**config.mk**
```make
export PLATFORM = sky130hd
export DESIGN_NAME = sip_cell
export DESIGN_NICKNAME = d
export VERILOG_FILES = /design/src/sv/sip_pkg.sv /design/src/sv/sip_cell.sv
export SDC_FILE = /design/constraint.sdc
export NUM_CORES = 1
export LEC_CHECK = 0
export BUFFER_PORTS_ARGS = -buffer_cell sky130_fd_sc_hd__buf_2
export CAP_MARGIN = 15
export CORE_ASPECT_RATIO = 1.25
export CORE_UTILIZATION = 49
export DETAILED_ROUTE_END_ITERATION = 10
export PLACE_DENSITY = 0.78
export SKIP_CTS_REPAIR_TIMING = 1
export SLEW_MARGIN = 0
export SYNTH_ARGS = -nofsm -noshare
export SYNTH_HDL_FRONTEND = slang
export SYNTH_SLANG_ARGS = --single-unit
```
**constraint.sdc**
```tcl
create_clock -name clock -period 3.44 [get_ports clock]
set_clock_uncertainty 0.15 [all_clocks]
set_input_delay 0.86 -clock clock [delete_from_list [all_inputs] [get_ports clock]]
set_output_delay 0.86 -clock clock [all_outputs]
set_load 0.05 [all_outputs]
```
**src/sv/sip_pkg.sv**
```systemverilog
package sip_pkg;

   localparam int VALUE_W  = 32;
   localparam int OP_W     = 2;
   localparam int STATUS_W = 3;

   localparam logic [OP_W-1:0] OP_LOAD  = 2'd0;
   localparam logic [OP_W-1:0] OP_PROBE = 2'd1;
   localparam logic [OP_W-1:0] OP_CLEAR = 2'd2;

   localparam logic [STATUS_W-1:0] ST_LOADED  = 3'd0;
   localparam logic [STATUS_W-1:0] ST_MATCH   = 3'd1;
   localparam logic [STATUS_W-1:0] ST_MISS    = 3'd2;
   localparam logic [STATUS_W-1:0] ST_FULL    = 3'd3;
   localparam logic [STATUS_W-1:0] ST_CLEARED = 3'd4;

   typedef struct packed {
      logic                       vld;
      logic [STATUS_W-1:0]        status;
      logic signed [VALUE_W-1:0]  value;
      logic                       last;
   } word_type;

endpackage

```
**src/sv/sip_cell.sv**
```systemverilog
module sip_cell import sip_pkg::*; #(
   parameter int CW    = 7,
   parameter int INDEX = 0
) (
   input  logic          clock,
   input  logic          reset,
   input  logic          advance,
   input  word_type      up_word,
   input  logic [CW-1:0] up_slot,
   output word_type      dn_word,
   output logic [CW-1:0] dn_slot
);

   localparam logic [CW-1:0] MY_SLOT = CW'(INDEX);

   logic signed [VALUE_W-1:0] entry_ff;
   word_type                  word_ff, word_in;
   logic [CW-1:0]             slot_ff;
   logic                      wr, probe, hit;

   always_comb begin
      wr      = up_word.vld && up_word.status == ST_LOADED && up_slot == MY_SLOT;
      probe   = up_word.vld && (up_word.status == ST_MISS || up_word.status == ST_MATCH);
      hit     = probe && MY_SLOT < up_slot && entry_ff == up_word.value;
      word_in = up_word;
      if (hit) begin
         word_in.status = ST_MATCH;
      end
   end

   always_ff @(posedge clock) begin
      if (advance && wr) begin
         entry_ff <= up_word.value;
      end
   end

   always_ff @(posedge clock) begin
      if (reset) begin
         word_ff.vld <= 1'b0;
      end else if (advance) begin
         word_ff <= word_in;
      end
   end

   always_ff @(posedge clock) begin
      if (advance) begin
         slot_ff <= up_slot;
      end
   end

   assign dn_word = word_ff;
   assign dn_slot = slot_ff;

endmodule

```
# ---- After elaboration in Yosys (flattened, before gate mapping)
# Cells that the tools add are included.
dict set report totals {
  register_bits 76
  in_bits 47
  out_inout_bits 44
}
dict set report classes {
  n_lt_le_gt_ge 1
  eq_ne 3
  bitwise_logic 1
  n_reduce_logical 10
}
# op count
set op_table {}
lappend op_table {{$eq 32x32->1} 1}
lappend op_table {{$logic_not 7->1} 1}
lappend op_table {{$lt 1x7->1 const A} 1}
lappend op_table {{$logic_and 1x1->1} 6}
lappend op_table {{$eq 3x1->1 const B} 1}
lappend op_table {{$eq 3x2->1 const B} 1}
lappend op_table {{$logic_not 3->1} 1}
lappend op_table {{$reduce_and 2->1} 1}
lappend op_table {{$logic_or 1x1->1} 1}
lappend op_table {{$not 1->1} 1}

# ---- Longest topological paths before layout
dict set report depth {
  ltp_word 5
  mapped_depth 4
}

# ---- Least setup slack after synthesis
# Ideal clock, no wire load.
dict set report synth_timing {
  kind {input-to-reg}
  start {in reset}
  end {reg word_ff, in the netlist dn_word[0], enable pin}
  arrival_ns 2.489
  t_required_ns 2.856
  path_slack_ns 0.367
  path_stages 1
  path_cell_list {nor2b_1}
}
dict set report synth_via {
  elab_chain_len 2
}
# item line
set synth_rtl {}
lappend synth_rtl {{start: declaration} sip_cell.sv:6} ;# input logic reset,
lappend synth_rtl {{$not 1->1 (no source line)} n/a}
lappend synth_rtl {{$reduce_and 2->1 (no source line)} n/a}
lappend synth_rtl {{end signal: assignment} sip_cell.sv:41} ;# word_ff <= word_in;
lappend synth_rtl {{end: declaration} sip_cell.sv:17} ;# word_type word_ff, word_in;
# Every way passes these cells.
# A chain may end at the register's enable or synchronous reset.

# ---- Worst setup path after layout
dict set report layout_timing {
  start {in up_slot[4]}
  end {reg entry_ff[22], enable pin}
}
dict set report layout_via {
  elab_chain_len 3
}
# item line
set layout_rtl {}
lappend layout_rtl {{start: declaration} sip_cell.sv:9} ;# input logic [CW-1:0] up_slot,
lappend layout_rtl {{$logic_not 7->1} sip_cell.sv:22} ;# wr = up_word.vld && up_word.status == ST_LOADED && up_slot == MY_SLOT;
lappend layout_rtl {{$logic_and 1x1->1} sip_cell.sv:22}
lappend layout_rtl {{$logic_and 1x1->1} sip_cell.sv:32} ;# if (advance && wr) begin
lappend layout_rtl {{end signal: assignment} sip_cell.sv:33} ;# entry_ff <= up_word.value;
lappend layout_rtl {{end: declaration} sip_cell.sv:16} ;# logic signed [VALUE_W-1:0] entry_ff;
# Every way passes these cells.

==> impl_metrics.py <==
metrics = {
    "status": {
        "status": "finished clean",
    },
    "critical_path": {
        "cp.arrival_ns": 2.24,
        "end_kind": "register",
        "ff2ff_path_depth": 4,
        "slowest_delay_ns": 0.53,
        "startpoint": "up_slot[4]",
        "start_kind": "input pin",
        "critical_path.slowest_cell": "or4_1",
        "rrSetupSlack_ns": 1.47,
        "r2r_start": "entry_ff[4]",
        "path_class": "input pin to register",
        "crit_chain": "buf_2 > or4_1 > nor4_2 > and3_1 > buf_4",
        "rr_endpoint": "dn_word[34]",
        "worstPathRequired_ns": 3.29,
        "crit_fanout": 32,
    },
    "sta": {
        "fin_crit_sh": 0.696,
        "finalHoldViolCount": 0,
        "fin_setup_tns_ns": 0,
        "worst_pin_slew_ns": 0.451,
        "timing.fmax_mhz": 418,
        "relSlewSlack": 0.699,
        "rsz0062_at_grt": "false",
        "min_period_ns": 2.39,
        "setup_violations": 0,
        "drv_slew": 0,
    },
    "pwr": {
        "leakagePower_nw": 1.33,
        "ir_drop_uv": 305,
        "cellPowerDensity_nw_per_um2": 540,
    },
    "layout": {
        "diodes": 0,
        "layout-drive-gt1-share": 0.442,
        "area_growth_pct": 25.6,
        "stdcell_area_um2": 3410,
        "fin_nets": 283,
    },
    "global_route": {
        "grt_max_degree": 33,
        "grt_pass1_wl_um": 7450,
        "gr-total-overflow": 0,
        "grt_pass1_vias": 1553,
        "grt_usage": 0.187,
        "antenna_found_initial": 0,
    },
    "placement": {
        "place_area_um2": 3270,
        "hpwl_um": 3340,
        "port_buffers": 90,
        "place.gp.congestion": 0.695,
    },
    "floorplan": {
        "rows": 29,
        "die_area_um2": 5850,
        "die_width_um": 68.6,
        "initial_utilization": 0.520,
        "core_region_area_um2": 5230,
        "ioPinCount": 91,
        "die_h_um": 85.3,
    },
    "cts": {
        "cts_sinks": 76,
        "cts-root-buf": "clkbuf_8",
        "path_clk_slew_ns": 0.07,
        "cts_tree": "yes",
        "cts_buffers": 9,
        "h-tree-depth": 3,
        "worst_skew_pair.late_latency_ns": 0.34,
        "clock_path_buffers": 2,
    },
    "yosys": {
        "synth_cell_types": 23,
        "syn_inst": 134,
        "netlist_area_um2": 2720,
        "avgSynthCellArea_um2": 20.3,
        "syn_nets": 181,
        "ys.warnings.count": 0,
        "netlist.area_leader.share": 0.828,
        "synth_seq_cells": 76,
        "synth.largest_area_cell": "edfxtp_1",
        "seq_area_frac_synth": 0.836,
        "synth_area_leaders": "edfxtp_1, xor2_1, nor4_1",
    },
    "run": {
        "maxCapViolCount": 0,
    },
    "min_path": {
        "holdCritStartpoint": "dn_word[36]",
        "hp-class": "register to register",
        "hold_depth": 2,
        "whs_endpoint": "dn_word[36]",
    },
    "detailed_routing": {
        "wl_per_cell_um": 15.5,
        "dr.pass1.iters": 4,
        "drtIter0Drc": 97,
        "wirelength_um": 4690,
        "vias": 1492,
        "antenna_left": 0,
        "viasPerCell": 4.94,
        "post-route-drc-count": 0,
    },
}
-- Yosys cell counts --
library cell / number
edfxtp_1: 75
nor3_1: 1
clkbuf_1: 1
or4_1: 2
and3_1: 1
a221o_2: 1
xor2_1: 29
nand3_1: 1
o31ai_1: 1
nor4_2: 1
nand2b_1: 1
clkinv_1: 1
nand4_1: 1
inv_1: 2
nor2_1: 2
o31a_1: 1
dfxtp_1: 1
mux2i_1: 1
xnor2_1: 1
a211o_1: 1
nor4_1: 7
o221ai_1: 1
nor2b_1: 1
-- cells in the final DEF, fill, tap and decap left out, types with 2 or more instances in the layout --
master	netlist	final
inv_1	2	2
clkinv_1	1	3
nor4_1	7	7
buf_4	0	2
nor2_1	2	2
xor2_1	29	29
clkinv_2	0	2
edfxtp_1	75	75
or4_1	2	2
buf_2	0	90
clkbuf_8	0	9
clkbuf_1	1	2
-- through the flow --
stage                     total power (W)  worst slack [ns]  std cells  hold slack [ns]   util
final                             0.00184              1.05        302            0.362  0.653
after global routing              0.00191             0.912        302            0.388  0.653
after CTS                         0.00186              1.05        302            0.377  0.653
after detailed placement          0.00132             0.679        287            0.361  0.625
after global placement            0.00132             0.690        287            0.323  0.625
after floorplan                   0.00124             0.367        134            0.583      -
-- critical path: cells and delay by family --
family / cells / cell delay (ns)
buf+inv: 2 / 0.47
simple gates: 3 / 0.89
-- worst max-delay path by stage --
stage	to	slack (ns)	cells past startpoint
2_1_floorplan	dn_word[0]	0.37	1
3_3_place_gp	entry_ff[24]	0.69	5
3_5_place_dp	entry_ff[22]	0.68	5
4_1_cts	entry_ff[30]	1.05	5
5_1_grt	entry_ff[28]	0.91	5
6_report	entry_ff[22]	1.05	5
-- cells by family after synthesis --
family,after synthesis,synth area share
compound gates,5,0.0166
xor+xnor,30,0.0966
buf+inv,4,0.00552
flops,76,0.836
mux,1,0.00368
simple gates,18,0.0419
-- metal layers --
layer | part of all wire | global-route usage | up-vias
met1 | 0.40 | 0.224 | 696
met4 | 0.027 | 0.127 | 0
met3 | 0.067 | 0.0390 | 10
met2 | 0.51 | 0.295 | 65
li1 | - | - | 721
met5 | 0 | 0 | -
-- layout make-up --
| type | instances | area [um2] |
|---|---|---|
| fillers | 379 | 1810 |
| well taps | 62 | 77.6 |
| multi-input cells | 54 | 439 |
| inverters | 3 | 11.3 |
| clock buffers | 11 | 131 |
| clock inverters | 4 | 17.5 |
| flip-flops and latches | 76 | 2270 |
| repair buffers | 92 | 465 |
-- where the power goes --
group | total (W) | switching, W | internal, W
sequential | 0.00107 | 0.00000802 | 0.00106
combinational | 0.000235 | 0.000179 | 0.0000556
clock | 0.000542 | 0.000291 | 0.000251
total | 0.00184 | 0.000479 | 0.00136
-- state kept, by name, indices dropped and copies added (netlist names) --
name and flops:
dn_slot 7, dn_word 37, entry_ff 32
Note: power is estimated with default switching activity, not from simulation.
