==> src/sv/sip_pkg.sv <==
package sip_pkg;

   localparam int VALUE_W  = 32;
   localparam int OP_W     = 2;
   localparam int STATUS_W = 3;

   localparam logic [OP_W-1:0] OP_LOAD  = 2'd0;
   localparam logic [OP_W-1:0] OP_PROBE = 2'd1;
   localparam logic [OP_W-1:0] OP_CLEAR = 2'd2;

   localparam logic [STATUS_W-1:0] ST_LOADED  = 3'd0;
   localparam logic [STATUS_W-1:0] ST_MATCH   = 3'd1;
   localparam logic [STATUS_W-1:0] ST_MISS    = 3'd2;
   localparam logic [STATUS_W-1:0] ST_FULL    = 3'd3;
   localparam logic [STATUS_W-1:0] ST_CLEARED = 3'd4;

   typedef struct packed {
      logic                       vld;
      logic [STATUS_W-1:0]        status;
      logic signed [VALUE_W-1:0]  value;
      logic                       last;
   } word_type;

endpackage

==> src/sv/sip_head.sv <==
module sip_head import sip_pkg::*; #(
   parameter int SET_DEPTH = 64,
   parameter int CW        = 7
) (
   input  logic                      clock,
   input  logic                      reset,
   input  logic                      advance,
   input  logic                      req_valid,
   input  logic [OP_W-1:0]           req_op,
   input  logic signed [VALUE_W-1:0] req_value,
   input  logic                      req_last_probe,
   output word_type                  dn_word,
   output logic [CW-1:0]             dn_slot
);

   localparam logic [CW-1:0] DEPTH_C = CW'(SET_DEPTH);

   logic [CW-1:0] count_ff, count_in;
   word_type      word_ff, word_in;
   logic [CW-1:0] slot_ff;
   logic          accept;

   assign accept = req_valid && advance;

   always_comb begin
      count_in       = count_ff;
      word_in.vld    = accept;
      word_in.status = ST_MISS;
      word_in.value  = req_value;
      word_in.last   = 1'b0;
      unique case (req_op)
         OP_LOAD: begin
            if (count_ff < DEPTH_C) begin
               word_in.status = ST_LOADED;
               if (accept) begin
                  count_in = count_ff + CW'(1);
               end
            end else begin
               word_in.status = ST_FULL;
            end
         end
         OP_PROBE: begin
            word_in.status = ST_MISS;
            word_in.last   = req_last_probe;
         end
         OP_CLEAR: begin
            word_in.status = ST_CLEARED;
            if (accept) begin
               count_in = '0;
            end
         end
         default: begin
            word_in.vld = 1'b0;
         end
      endcase
   end

   always_ff @(posedge clock) begin
      if (reset) begin
         count_ff    <= '0;
         word_ff.vld <= 1'b0;
      end else begin
         count_ff <= count_in;
         if (advance) begin
            word_ff <= word_in;
         end
      end
   end

   always_ff @(posedge clock) begin
      if (advance) begin
         slot_ff <= count_ff;
      end
   end

   assign dn_word = word_ff;
   assign dn_slot = slot_ff;

`ifndef ASSERT_OFF
   a_count_bound: assert property (@(posedge clock) disable iff (reset)
      count_ff <= DEPTH_C)
      else $error("entry count above depth");
   a_clear_empties: assert property (@(posedge clock) disable iff (reset)
      accept && req_op == OP_CLEAR |=> count_ff == '0)
      else $error("clear did not empty the set");
   a_load_grows: assert property (@(posedge clock) disable iff (reset)
      accept && req_op == OP_LOAD && count_ff < DEPTH_C
      |=> count_ff == $past(count_ff) + CW'(1))
      else $error("load did not advance the count");
   a_probe_holds: assert property (@(posedge clock) disable iff (reset)
      accept && req_op == OP_PROBE |=> count_ff == $past(count_ff))
      else $error("probe changed the count");
`endif

endmodule

==> config.mk <==
export PLATFORM = sky130hd
export DESIGN_NAME = sip_head
export DESIGN_NICKNAME = d
export VERILOG_FILES = /design/src/sv/sip_pkg.sv /design/src/sv/sip_head.sv
export SDC_FILE = /design/constraint.sdc
export NUM_CORES = 1
export LEC_CHECK = 0
export BUFFER_PORTS_ARGS = -buffer_cell sky130_fd_sc_hd__buf_4
export CAP_MARGIN = 30
export CORE_ASPECT_RATIO = 1.5
export CORE_MARGIN = 1.5
export CORE_UTILIZATION = 41
export CTS_CLUSTER_DIAMETER = 200
export DETAILED_ROUTE_END_ITERATION = 16
export GPL_TIMING_DRIVEN = 0
export HOLD_SLACK_MARGIN = 0.02
export PLACE_DENSITY = 0.74
export SLEW_MARGIN = 25
export SYNTH_ARGS = -nofsm -noshare
export SYNTH_HDL_FRONTEND = slang
export SYNTH_SLANG_ARGS = --single-unit
==> constraint.sdc <==
create_clock -name clock -period 1.95 [get_ports clock]
set_input_delay 0.0975 -clock clock [delete_from_list [all_inputs] [get_ports clock]]
set_output_delay 0.0975 -clock clock [all_outputs]
set_load 0.01 [all_outputs]
After elaboration in Yosys (flattened, before gate mapping) --
Cells that the tools add are included.
Storage, ports and cells: register bits after elaboration 51, input bits 39
Cells by class: add/subtract/negate cells 1, order comparisons 1, eq/ne operators 5, mux-type cells 7, bitwise logic cells 1, reduce and logical (&&, ||, !) cells 6
Operator list (number):
- $mux 7 | 3
- $pmux 7 s2 | 1
- $add 7x1->7 const B | 1
- $lt 7x7->1 const B | 1
- $ne 2x2->1 const B | 3
- $pmux 3 s2 | 1
- $reduce_and 4->1 | 1
- $reduce_or 3->1 | 1
- $eq 2x1->1 const B | 1
- $eq 2x2->1 const B | 1
- $logic_not 2->1 | 1
- $mux 2 | 1
- $reduce_and 2->1 | 1
- $reduce_bool 2->1 | 1
- $logic_and 1x1->1 | 1
- $mux 1 | 1
- $not 1->1 | 1

Longest topological paths before layout --
Gate-level depths: netlist of the first run.
depth in word-level cells 4, gate-level depth with buffers 5, depth with buffers taken out 5

Least setup slack after synthesis of the first run --
OpenSTA, ideal clock, no wires.
path type input to register, start point in reset, end point reg word_ff, in the netlist dn_word[0] (enable), library setup time 434 ps, data arrival time 1726 ps, data required time 1516 ps, path slack -210 ps, stages 1, path buffers 0, path through nor2b_1
Between the ends: longest elaborated chain between the ends 2
Ends and longest elaborated chain:
- from (decl) | line sip_head.sv:6 | input logic reset,
- $not 1->1 (no line)
- $reduce_and 2->1 (no line)
- to (signal assigned) | line sip_head.sv:65 | word_ff <= word_in;
- to (decl) | line sip_head.sv:19 | word_type word_ff, word_in;
Every way passes these cells. A chain may end at the register's enable or synchronous reset.

Worst setup path in the final report of the first run --
start point reg count_ff[0], end point reg count_ff[4]
Between the ends: longest elaborated chain between the ends 4, elaborated cells between the ends (all ways) 7, those cells by class 1 x add/sub; 1 x order compare; 1 x eq/ne; 3 x mux; 1 x reduce/logical
Ends and longest elaborated chain:
- from (decl) | line sip_head.sv:18 | logic [CW-1:0] count_ff, count_in;
- from (signal assigned) | line sip_head.sv:63 | count_ff <= count_in;
- $add 7x1->7 | line sip_head.sv:36 | count_in = count_ff + CW'(1);
- $mux 7 | line sip_head.sv:35 | if (accept) begin
- $mux 7 | line sip_head.sv:33 | if (count_ff < DEPTH_C) begin
- $pmux 7 s2 | line sip_head.sv:31 | unique case (req_op)
Parallel ways exist; a longest one is shown, timed or not. The select of a mux whose other input is x is not followed.

==> out/qor.yml, run 1 <==
status: "complete, no violations"
vias: 1303
worstPathMaxFanout: 5
wl_per_cell_um: 15.4
ys_types: 29
placed_area_um2: 2460
insertion_delay_ns: 0.29
ys_warn_count: 0
irDropWorstVdd_uv: 619
cts_made_buffers: 5
fin_worst_skew_ns: 0.000706
final_max_slew_viol_count: 0
start_kind: "flip-flop"
crit_chain: "ha_1 > nand2_1 > nor4b_4 > xnor2_1 > nor2_1"
tns_ns: 0
drc_errors: 0
critPathArrivalTime_ns: 1.52
fmax_mhz: 752
synthAdderAreaFrac_pct: 0.710
power_density_nw_per_um2: 778
dpl.hpwl_um: 2550
synth_top_family_by_area: "simple AND/OR/NAND/NOR gates"
overflow: 0
cts_tree: "yes"
grtUsageTotal_pct: 18.4
finalHoldViolCount: 0
post-route-util_pct: 69.4
highest_layer: "met4"
cp-end-kind: "flip-flop"
grt_pass1_vias: 1291
cts.clk_slew.worst_paths_ns: 0.09
port_buffers: 81
synth_area_um2: 1760
syn_inst: 97
synth_top_area_cell: "edfxtp_1"
drive_gt1_share_pct: 44.3
synthSimpleGateAreaFrac_pct: 11.4
synthMuxAreaShare_pct: 0.568
seq_area_frac_synth_pct: 82.3
synth-edff-count: 43
start_util_pct: 42.2
synth_top_area_share_pct: 73.2
post_drt_via_cell_ratio: 4.92
reg2regPathDepth: 5
path_class: "reg2reg"
core-area_um2: 4170
die_area_um2: 4710
nets: 258
power_mw: 2.25
avgSynthCellArea_um2: 18.2
rsz0062_at_grt: "false"
grt_first_pass_wirelength_um: 6630
syn-num-nets: 137
synth_xor_area_share_pct: 0.994
antenna_found_initial: 0
whs_path_depth: 2
worstMarginPinSlew_ns: 0.338
worst_ep_required_time_ns: 2.14
fp-row-count: 29
diodes: 0
wl_met2_um: 1930
cts.sinks: 51
ys_async_sr_fraction_pct: 0
fin_crit_sh_pct: 68.2
finalSetupViolCount: 0
synth_compound_area_share_pct: 3.41
hold_class: "in2reg"
relSlewSlack_pct: 77.4
routed_wl_um: 4090
max_stage_delay_ns: 0.43
die_w_um: 56.5
dr.first_iter.drc_count: 41
min_period_ns: 1.33
critPathSlowestCell: "dfxtp_1"
ios: 83
root_buffer: "clkbuf_8"
area_growth_pct: 64.2
max_cap_viol_count: 0
gp_congestion: 0.752
grt_start_max_net_pins: 29
n_fill_cell: 269
antenna_left: 0
cts_max_path_buffers: 2
cts.htree.levels: 2
final_area_um2: 2900
synth_flop_cell: "edfxtp_1"
first_pass_iters: 4
p_leak_nw: 1.18
wl_met3_um: 425
dieHeight_um: 83.3
synth.area.top_cells: "edfxtp_1, dfxtp_1, nor2_1"
wl_met1_um: 1620
synth-seq-cells: 51
## path summary, 6_finish.rpt
kind,from,end,slack (ns)
worst max register to register,count_ff[0],count_ff[4],0.62
worst min register to register,dn_word[36],dn_word[36],0.48
worst max-delay path,count_ff[0],count_ff[4],0.62
worst min-delay path,reset,dn_word[36],0.03
## cell usage after synthesis (all sizes together), types with 2 or more instances
library cell and instances:
nand3b 2, dfxtp 8, o21ai 2, nor3 2, a21oi 5, nand2b 3
nor2b 2, nor2 8, xnor2 2, nand2 6, nand3 2, edfxtp 43
## per-layer routing
layer,up-vias,track usage [%]
met5,-,0
met4,0,8.44
met3,14,5.76
met2,80,29.3
met1,600,22.7
li1,609,-
## registers in the layout, indices dropped and copies added (netlist names)
signal	cells
dn_word	37
count_ff	7
dn_slot	7
## area by class of cell
| class | count | area, um^2 | share of cell area [%] |
|---|---|---|---|
| multi-input cells | 44 | 308 | 10.6 |
| clock inverters | 3 | 42.5 | 1.47 |
| clock buffers | 5 | 68.8 | 2.38 |
| repair buffers | 114 | 956 | 33.0 |
| inverters | 1 | 3.75 | 0.130 |
| flip-flops and latches | 51 | 1450 | 50.1 |
| plain buffers | 1 | 7.51 | 0.259 |
| well taps | 46 | 57.6 | 1.99 |
## critical path: cells and delay by family (launching register included)
family | cells | cell delay (ns)
flops | 1 | 0.43
simple gates | 3 | 0.40
fa+ha+maj | 1 | 0.26
xor+xnor | 1 | 0.14
## report_power, final
part           leakage [nW]  switching, mW  internal [mW]
Clock                0.0562          0.334          0.383
Combinational         0.647          0.108          0.168
Sequential            0.474         0.0184           1.24
## repair_timing
item | in CTS | in global routing
setup buffers | 0 | 0
hold buffers | 32 | 0
endpoints found under the hold margin | 32 | 0
resized for setup | 0 | 0
## logic make-up (layout without fill, tap and decap cells)
kind of cell	count (synthesis)	count (layout)
mux	1	1
fa+ha+maj	1	1
buf+inv	2	124
simple gates	30	30
flops	51	51
xor+xnor	2	2
compound gates	10	10
## cell usage in the layout (no fill, tap or decap), types with 2 or more instances in the layout
master         count
nand3_1            2
dlygate4sd3_1     32
a21oi_1            5
buf_4             82
nand2_1            6
nand2b_1           2
xnor2_1            2
clkbuf_8           5
dfxtp_1            8
edfxtp_1          43
nor2_1             8
## metrics by stage
| step | setup slack [ns] | std cells | hold WS (ns) |
|---|---|---|---|
| after global routing | 0.530 | 265 | 0.0298 |
| after global placement | -0.0207 | 224 | 0.276 |
| final | 0.621 | 265 | 0.0293 |
| after detailed placement | 0.620 | 225 | 0.277 |
| after CTS | 0.606 | 265 | 0.0208 |
| after floorplan | 0.470 | 97 | 0.167 |
Note: power is estimated with default switching activity, not from simulation.
==> run 2: changes to the inputs <==
ABC_AREA = 1   (was unset)
CORE_UTILIZATION = 45   (was 41)
PLACE_DENSITY = 0.77   (was 0.74)
clock period = 1.3 ns   (was 1.95 ns; I/O delays follow)
==> run 2 against run 1 <==
Against the previous run:
- power up 46%
- fmax up 18%
- combinational power up 53%
- non-clock buffer count up 1
- critical path depth unchanged
- wire length up 2.1%
- synthesized area down 1.4%
- register-to-register slack worse by 0.45 ns
- die area down 9.7%
- design area down 0.86%
- clock skew up 0.00099 ns
- synthesized cell count up 8.2%
- critical path type unchanged
- largest power group unchanged
- highest routed layer unchanged
==> out/qor.yml, run 2 <==
critPathSlowestCell: "dfxtp_1"
cts_max_path_buffers: 2  # unchanged
fin_crit_sh_pct: 86.8  # +19 points
start_kind: "flip-flop"
synth_most_common_cell: "edfxtp_1"
drc_errors: 0  # unchanged
layout.cells.non_filler: 272  # +2.6%
synth_top_area_share_pct: 74.3  # +1.1 points
gr-max-usage-layer: "met2"
cp_top_family: "flip-flops"
grtUsageTotal_pct: 20.1  # +1.7 points
cp-end-kind: "flip-flop"
synth_flop_cell: "edfxtp_1"
rsz0062_at_grt: "false"
syn_inst: 105  # +8.2%
worstMarginPinSlew_ns: 0.269  # -0.0697 ns
finalSetupViolCount: 0  # unchanged
relSlewSlack_pct: 82.0  # +4.6 points
n_fill_cell: 228  # -15%
ys_async_sr_fraction_pct: 0  # unchanged
synth.area.top_cells: "edfxtp_1, dfxtp_1, nand2_1"
syn-num-nets: 145  # +5.8%
critPathBufInv: 0  # unchanged
cts.clk_slew.worst_paths_ns: 0.09  # about the same
synth_top_area_cell: "edfxtp_1"
synth-edff-count: 43  # unchanged
dr.first_iter.drc_count: 20  # -51%
status: "complete, no violations"
largest_register_ffs: 37  # unchanged
post_drt_via_cell_ratio: 4.75  # -3.4%
first_pass_iters: 4  # unchanged
met3_usage_pct: 5.64  # -0.12 points
p_leak_nw: 1.19  # +1.1%
start_util_pct: 47.2  # +4.9 points
gp_congestion: 0.779  # +3.6%
worstPathMaxFanout: 4  # -1
fin_worst_skew_ns: 0.00169  # +0.000987 ns
ys_types: 15  # -48%
core-area_um2: 3680  # -12%
cts.sinks: 51  # unchanged
root_buffer: "clkbuf_8"
final_common_cell: "buf_4"
cts_made_buffers: 5  # unchanged
vias: 1292  # -0.84%
diodes: 0  # unchanged
insertion_delay_ns: 0.29  # about the same
post-route-util_pct: 77.9  # +8.6 points
grt_start_max_net_pins: 37  # +28%
antenna_left: 0  # unchanged
avgSynthCellArea_um2: 16.6  # -8.9%
dieHeight_um: 79.1  # -5.0%
fmax_mhz: 886  # +18%
met1_usage_pct: 20.5  # -2.2 points
hold_class: "in2reg"
finalHoldViolCount: 0  # unchanged
final_max_slew_viol_count: 0  # unchanged
port_buffers: 82  # +1.2%
area_growth_pct: 65.2
pre_cts_ws_ns: -0.191  # -0.811 ns
dpl.hpwl_um: 2610  # +2.6%
fp-row-count: 27  # -6.9%
final_cell_mix: "buf_4, edfxtp_1, dlygate4sd3_1, nand2_1, nor2_1"
synth-seq-cells: 51  # unchanged
grt_first_pass_wirelength_um: 5990  # -9.7%
worst_ep_required_time_ns: 1.53  # -0.61 ns
max_stage_delay_ns: 0.39  # -0.04 ns
synth_top_cells_by_count: "edfxtp_1, nand2_1, nor2_1, a21oi_1, dfxtp_1"
tns_ns: 0  # unchanged
cts.htree.levels: 2  # unchanged
routed_wl_um: 4180  # +2.1%
wl_per_cell_um: 15.4  # -0.55%
overflow: 0  # unchanged
min_period_ns: 1.13  # -0.200 ns
nets: 268  # +3.9%
drive_gt1_share_pct: 44.5  # +0.25 points
die_area_um2: 4250  # -9.7%
use_met2_pct: 36.6  # +7.3 points
grt_pass1_vias: 1253  # -2.9%
synth_area_um2: 1740  # -1.4%
critPathArrivalTime_ns: 1.35  # -0.17 ns
power_density_nw_per_um2: 1140  # +47%
setup_ws_ns: 0.171  # -0.450 ns
path_class: "reg2reg"
max_cap_viol_count: 0  # unchanged
antenna_found_initial: 0  # unchanged
ys_warn_count: 0  # unchanged
seq_area_frac_synth_pct: 83.5  # +1.2 points
dp_cells: 230  # +2.2%
die_w_um: 53.7  # -5.0%
irDropWorstVdd_uv: 999  # +61%
crit_chain: "ha_1 > nand2_1 > nor2_1 > nand3_2 > a21oi_1"
cts_tree: "yes"
ios: 83  # unchanged
==> run 2: cell count changes in the layout (fill, tap and decap cells not counted), sizes merged, moves of 3 or more <==
cell / before / now
nor2: 8 / 11
a21oi: 5 / 9
inv: 2 / 9
nand3: 2 / 6
nand2: 6 / 15
nand2b: 3 / 0
==> run 2: per-stage QoR <==
step	power (mW)	area, um^2	hold slack (ns)
2_1_floorplan	2.02	1750	0.134
6_report	3.28	2870	0.0627
3_5_place_dp	2.26	2410	0.245
5_1_grt	3.40	2870	0.0529
4_1_cts	3.30	2850	0.0527
3_3_place_gp	2.25	2410	0.243
==> run 2: report_power, final <==
part / switching (mW) / internal, mW / leakage [nW]
clock: 0.479 / 0.484 / 0.0505
sequential: 0.0292 / 1.87 / 0.474
combinational: 0.173 / 0.251 / 0.666
==> run 2: final timing paths <==
kind | start | end | slack, ns | cells past startpoint
min | req_op[1] | dn_word[0] | 0.06 | 2
max reg2reg | count_ff[1] | count_ff[4] | 0.17 | 5
max | count_ff[1] | count_ff[4] | 0.17 | 5
min reg2reg | count_ff[5] | dn_slot[5] | 0.48 | 0
==> run 2: area by class of cell <==
| cell class | count | area, um^2 | area share, % |
|---|---|---|---|
| Tap cell | 43 | 53.8 | 1.87 |
| Sequential cell | 51 | 1450 | 50.6 |
| Timing Repair Buffer | 116 | 966 | 33.7 |
| Multi-Input combinational cell | 45 | 260 | 9.07 |
| Clock inverter | 1 | 7.51 | 0.262 |
| Clock buffer | 7 | 96.3 | 3.36 |
| Inverter | 9 | 33.8 | 1.18 |
==> run 2: cells by family after synthesis <==
group | count (synthesis) | synth area share (%)
AOI/OAI and AO/OA | 11 | 3.38
and+or+nand+nor | 33 | 10.4
DFF | 51 | 83.5
buffers and inverters | 9 | 1.94
adders and majority gates | 1 | 0.720
==> run 2: repair_timing <==
item                                    4_1_cts  5_1_grt
hold endpoints to repair                     35        0
setup buffers                                 0        0
gates resized for setup                       0        1
endpoints found under the setup margin        0        1
hold buffers                                 33        0
==> run 2: worst reg2reg max path, stage by stage (launching register included) <==
cell and delay, ns:
dfxtp_1 0.39, ha_1 0.18, nand2_1 0.10, nor2_1 0.17, nand3_2 0.08, a21oi_1 0.14
==> run 2: metal layers <==
| layer | vias up | wire length [um] |
|---|---|---|
| li1 | 617 | - |
| met1 | 602 | 1450 |
| met2 | 65 | 2230 |
| met3 | 8 | 408 |
| met4 | 0 | 81 |
| met5 | - | 0 |
==> run 3: changes to the inputs <==
CORE_MARGIN = 4   (was 1.5)
==> run 3 against run 2 <==
Against the previous run:
- core utilization down 1.1 points
- via count about the same
- non-clock buffer count down 1
- critical path depth up 1
- first-iteration DRC count up 95%
- largest cell class unchanged
- combinational power down 1%
- clock-buffer cell count down 2
- worst hold slack better by 0.010 ns
- sequential power about the same
- global-route usage down 2.1 points
- critical path type unchanged
- sequential share of layout area up 0.22 points
==> out/qor.yml, run 3 (same netlist as run 2, synthesis figures left out) <==
status: "complete, no violations"
start_kind: "flip-flop"
root_buffer: "clkbuf_8"
dr.first_iter.drc_count: 39  # +95%
cts.sinks: 51  # unchanged
cts.htree.levels: 2  # unchanged
cts_tree: "yes"
setup_ws_ns: 0.124  # -0.0472 ns
max_cap_viol_count: 0  # unchanged
critPathArrivalTime_ns: 1.36  # about the same
worst_ep_required_time_ns: 1.49  # -0.04 ns
final_common_cell: "buf_4"
pre_cts_ws_ns: -0.174  # +0.0168 ns
min_period_ns: 1.18  # +0.0472 ns
cp-end-kind: "flip-flop"
overflow: 0  # unchanged
grtUsageTotal_pct: 18.0  # -2.1 points
post_drt_via_cell_ratio: 4.76  # +0.29%
antenna_left: 0  # unchanged
finalHoldViolCount: 0  # unchanged
cts_max_path_buffers: 2  # unchanged
die_area_um2: 4940  # +16%
final_cell_mix: "buf_4, edfxtp_1, dlygate4sd3_1, nand2_1"
post-cts-setup-buffers: 0  # unchanged
routed_wl_um: 4340  # +4.0%
dpl.hpwl_um: 2820  # +7.9%
fin_worst_skew_ns: 0.000951  # -0.000743 ns
ios: 83  # unchanged
final_max_slew_viol_count: 0  # unchanged
worstPathMaxFanout: 5  # +1
placed_area_um2: 2410  # unchanged
rsz0062_at_grt: "false"
gp_congestion: 0.755  # -3.1%
final_area_um2: 2860  # -0.52%
fmax_mhz: 850  # -4.0%
start_util_pct: 46.8  # -0.43 points
port_buffers: 82  # unchanged
hold_class: "in2reg"
largest_register_ffs: 37  # unchanged
vias: 1291  # -0.077%
wl_per_cell_um: 16.0  # +4.4%
diodes: 0  # unchanged
antenna_found_initial: 0  # unchanged
fp-row-count: 27  # unchanged
grt_start_max_net_pins: 37  # unchanged
worstMarginPinSlew_ns: 0.936  # +0.667 ns
nets: 267  # -0.37%
irDropWorstVdd_uv: 941  # -5.8%
grt_pass1_vias: 1302  # +3.9%
dieHeight_um: 84.1  # +6.3%
layout.cells.non_filler: 271  # -0.37%
fin_crit_sh_pct: 90.5  # +3.6 points
cts_made_buffers: 5  # unchanged
drive_gt1_share_pct: 43.9  # -0.68 points
first_pass_iters: 4  # unchanged
dp_cells: 230  # unchanged
die_w_um: 58.7  # +9.3%
cts.clk_slew.worst_paths_ns: 0.08  # about the same
finalSetupViolCount: 0  # unchanged
p_leak_nw: 1.19  # -0.35%
core-area_um2: 3720  # +0.92%
drc_errors: 0  # unchanged
insertion_delay_ns: 0.29  # about the same
area_growth_pct: 64.3
grt_first_pass_wirelength_um: 6550  # +9.3%
power_density_nw_per_um2: 1180  # +2.9%
path_class: "reg2reg"
relSlewSlack_pct: 37.5  # -45 points
## run 3: cell types whose count changed in the layout (fill, tap and decap cells not counted), sizes merged
cell | previous run | this run
buf | 83 | 82
bufinv | 0 | 1
clkinvlp | 1 | 0
clkbuf | 7 | 5
clkinv | 0 | 2
## run 3: stage by stage
stage / total power [mW] / hold WS, ns / setup TNS, ns / utilization, %
floorplan: 2.02 / 0.134 / 0 / -
global placement: 2.25 / 0.243 / -4.52 / 65.0
detailed placement: 2.26 / 0.245 / -6.21 / 65.0
CTS: 3.37 / 0.0605 / 0 / 76.8
global route: 3.49 / 0.0617 / 0 / 76.8
finish: 3.36 / 0.0727 / 0 / 76.8
## run 3: routing by layer
layer	vias up	GRT usage, %	share of wire, %
li1	614	-	-
met1	597	22.1	38
met2	78	30.9	52
met3	2	5.42	9.8
met4	0	3.71	0.44
met5	-	0	0
## run 3: area by class of cell
cell class	count	area (um^2)
Tap cell	43	53.8
Clock inverter	3	38.8
Timing Repair Buffer	115	946
Fill cell	214	861
Sequential cell	51	1450
Multi-Input combinational cell	45	263
Clock buffer	5	68.8
Inverter	9	33.8
## run 3: worst max-delay path, stage by stage (launching register included)
cell and delay [ns]:
dfxtp_1 0.42, ha_1 0.21, nand2_1 0.12, nor2_2 0.15, nand2_1 0.07, nand2_1 0.06
a21oi_1 0.05
## run 3: final timing paths
kind | depth (start not counted) | slack (ns) | from | to
worst min-delay path | 2 | 0.07 | req_op[1] | dn_word[0]
worst max-delay path | 6 | 0.12 | count_ff[0] | count_ff[4]
worst min register to register | 0 | 0.48 | count_ff[5] | dn_slot[5]
worst max register to register | 6 | 0.12 | count_ff[0] | count_ff[4]
## run 3: timing repair
item | 4_1_cts | 5_1_grt
hold endpoints to repair | 35 | 0
hold buffers | 33 | 0
gates resized for setup | 0 | 1
setup endpoints to repair | 0 | 1
## run 3: where the power goes
| group | switching (mW) | internal [mW] | total [mW] | leakage (nW) |
|---|---|---|---|---|
| clock | 0.480 | 0.564 | 1.04 | 0.0556 |
| combinational | 0.173 | 0.245 | 0.418 | 0.657 |
| sequential | 0.0300 | 1.87 | 1.90 | 0.473 |
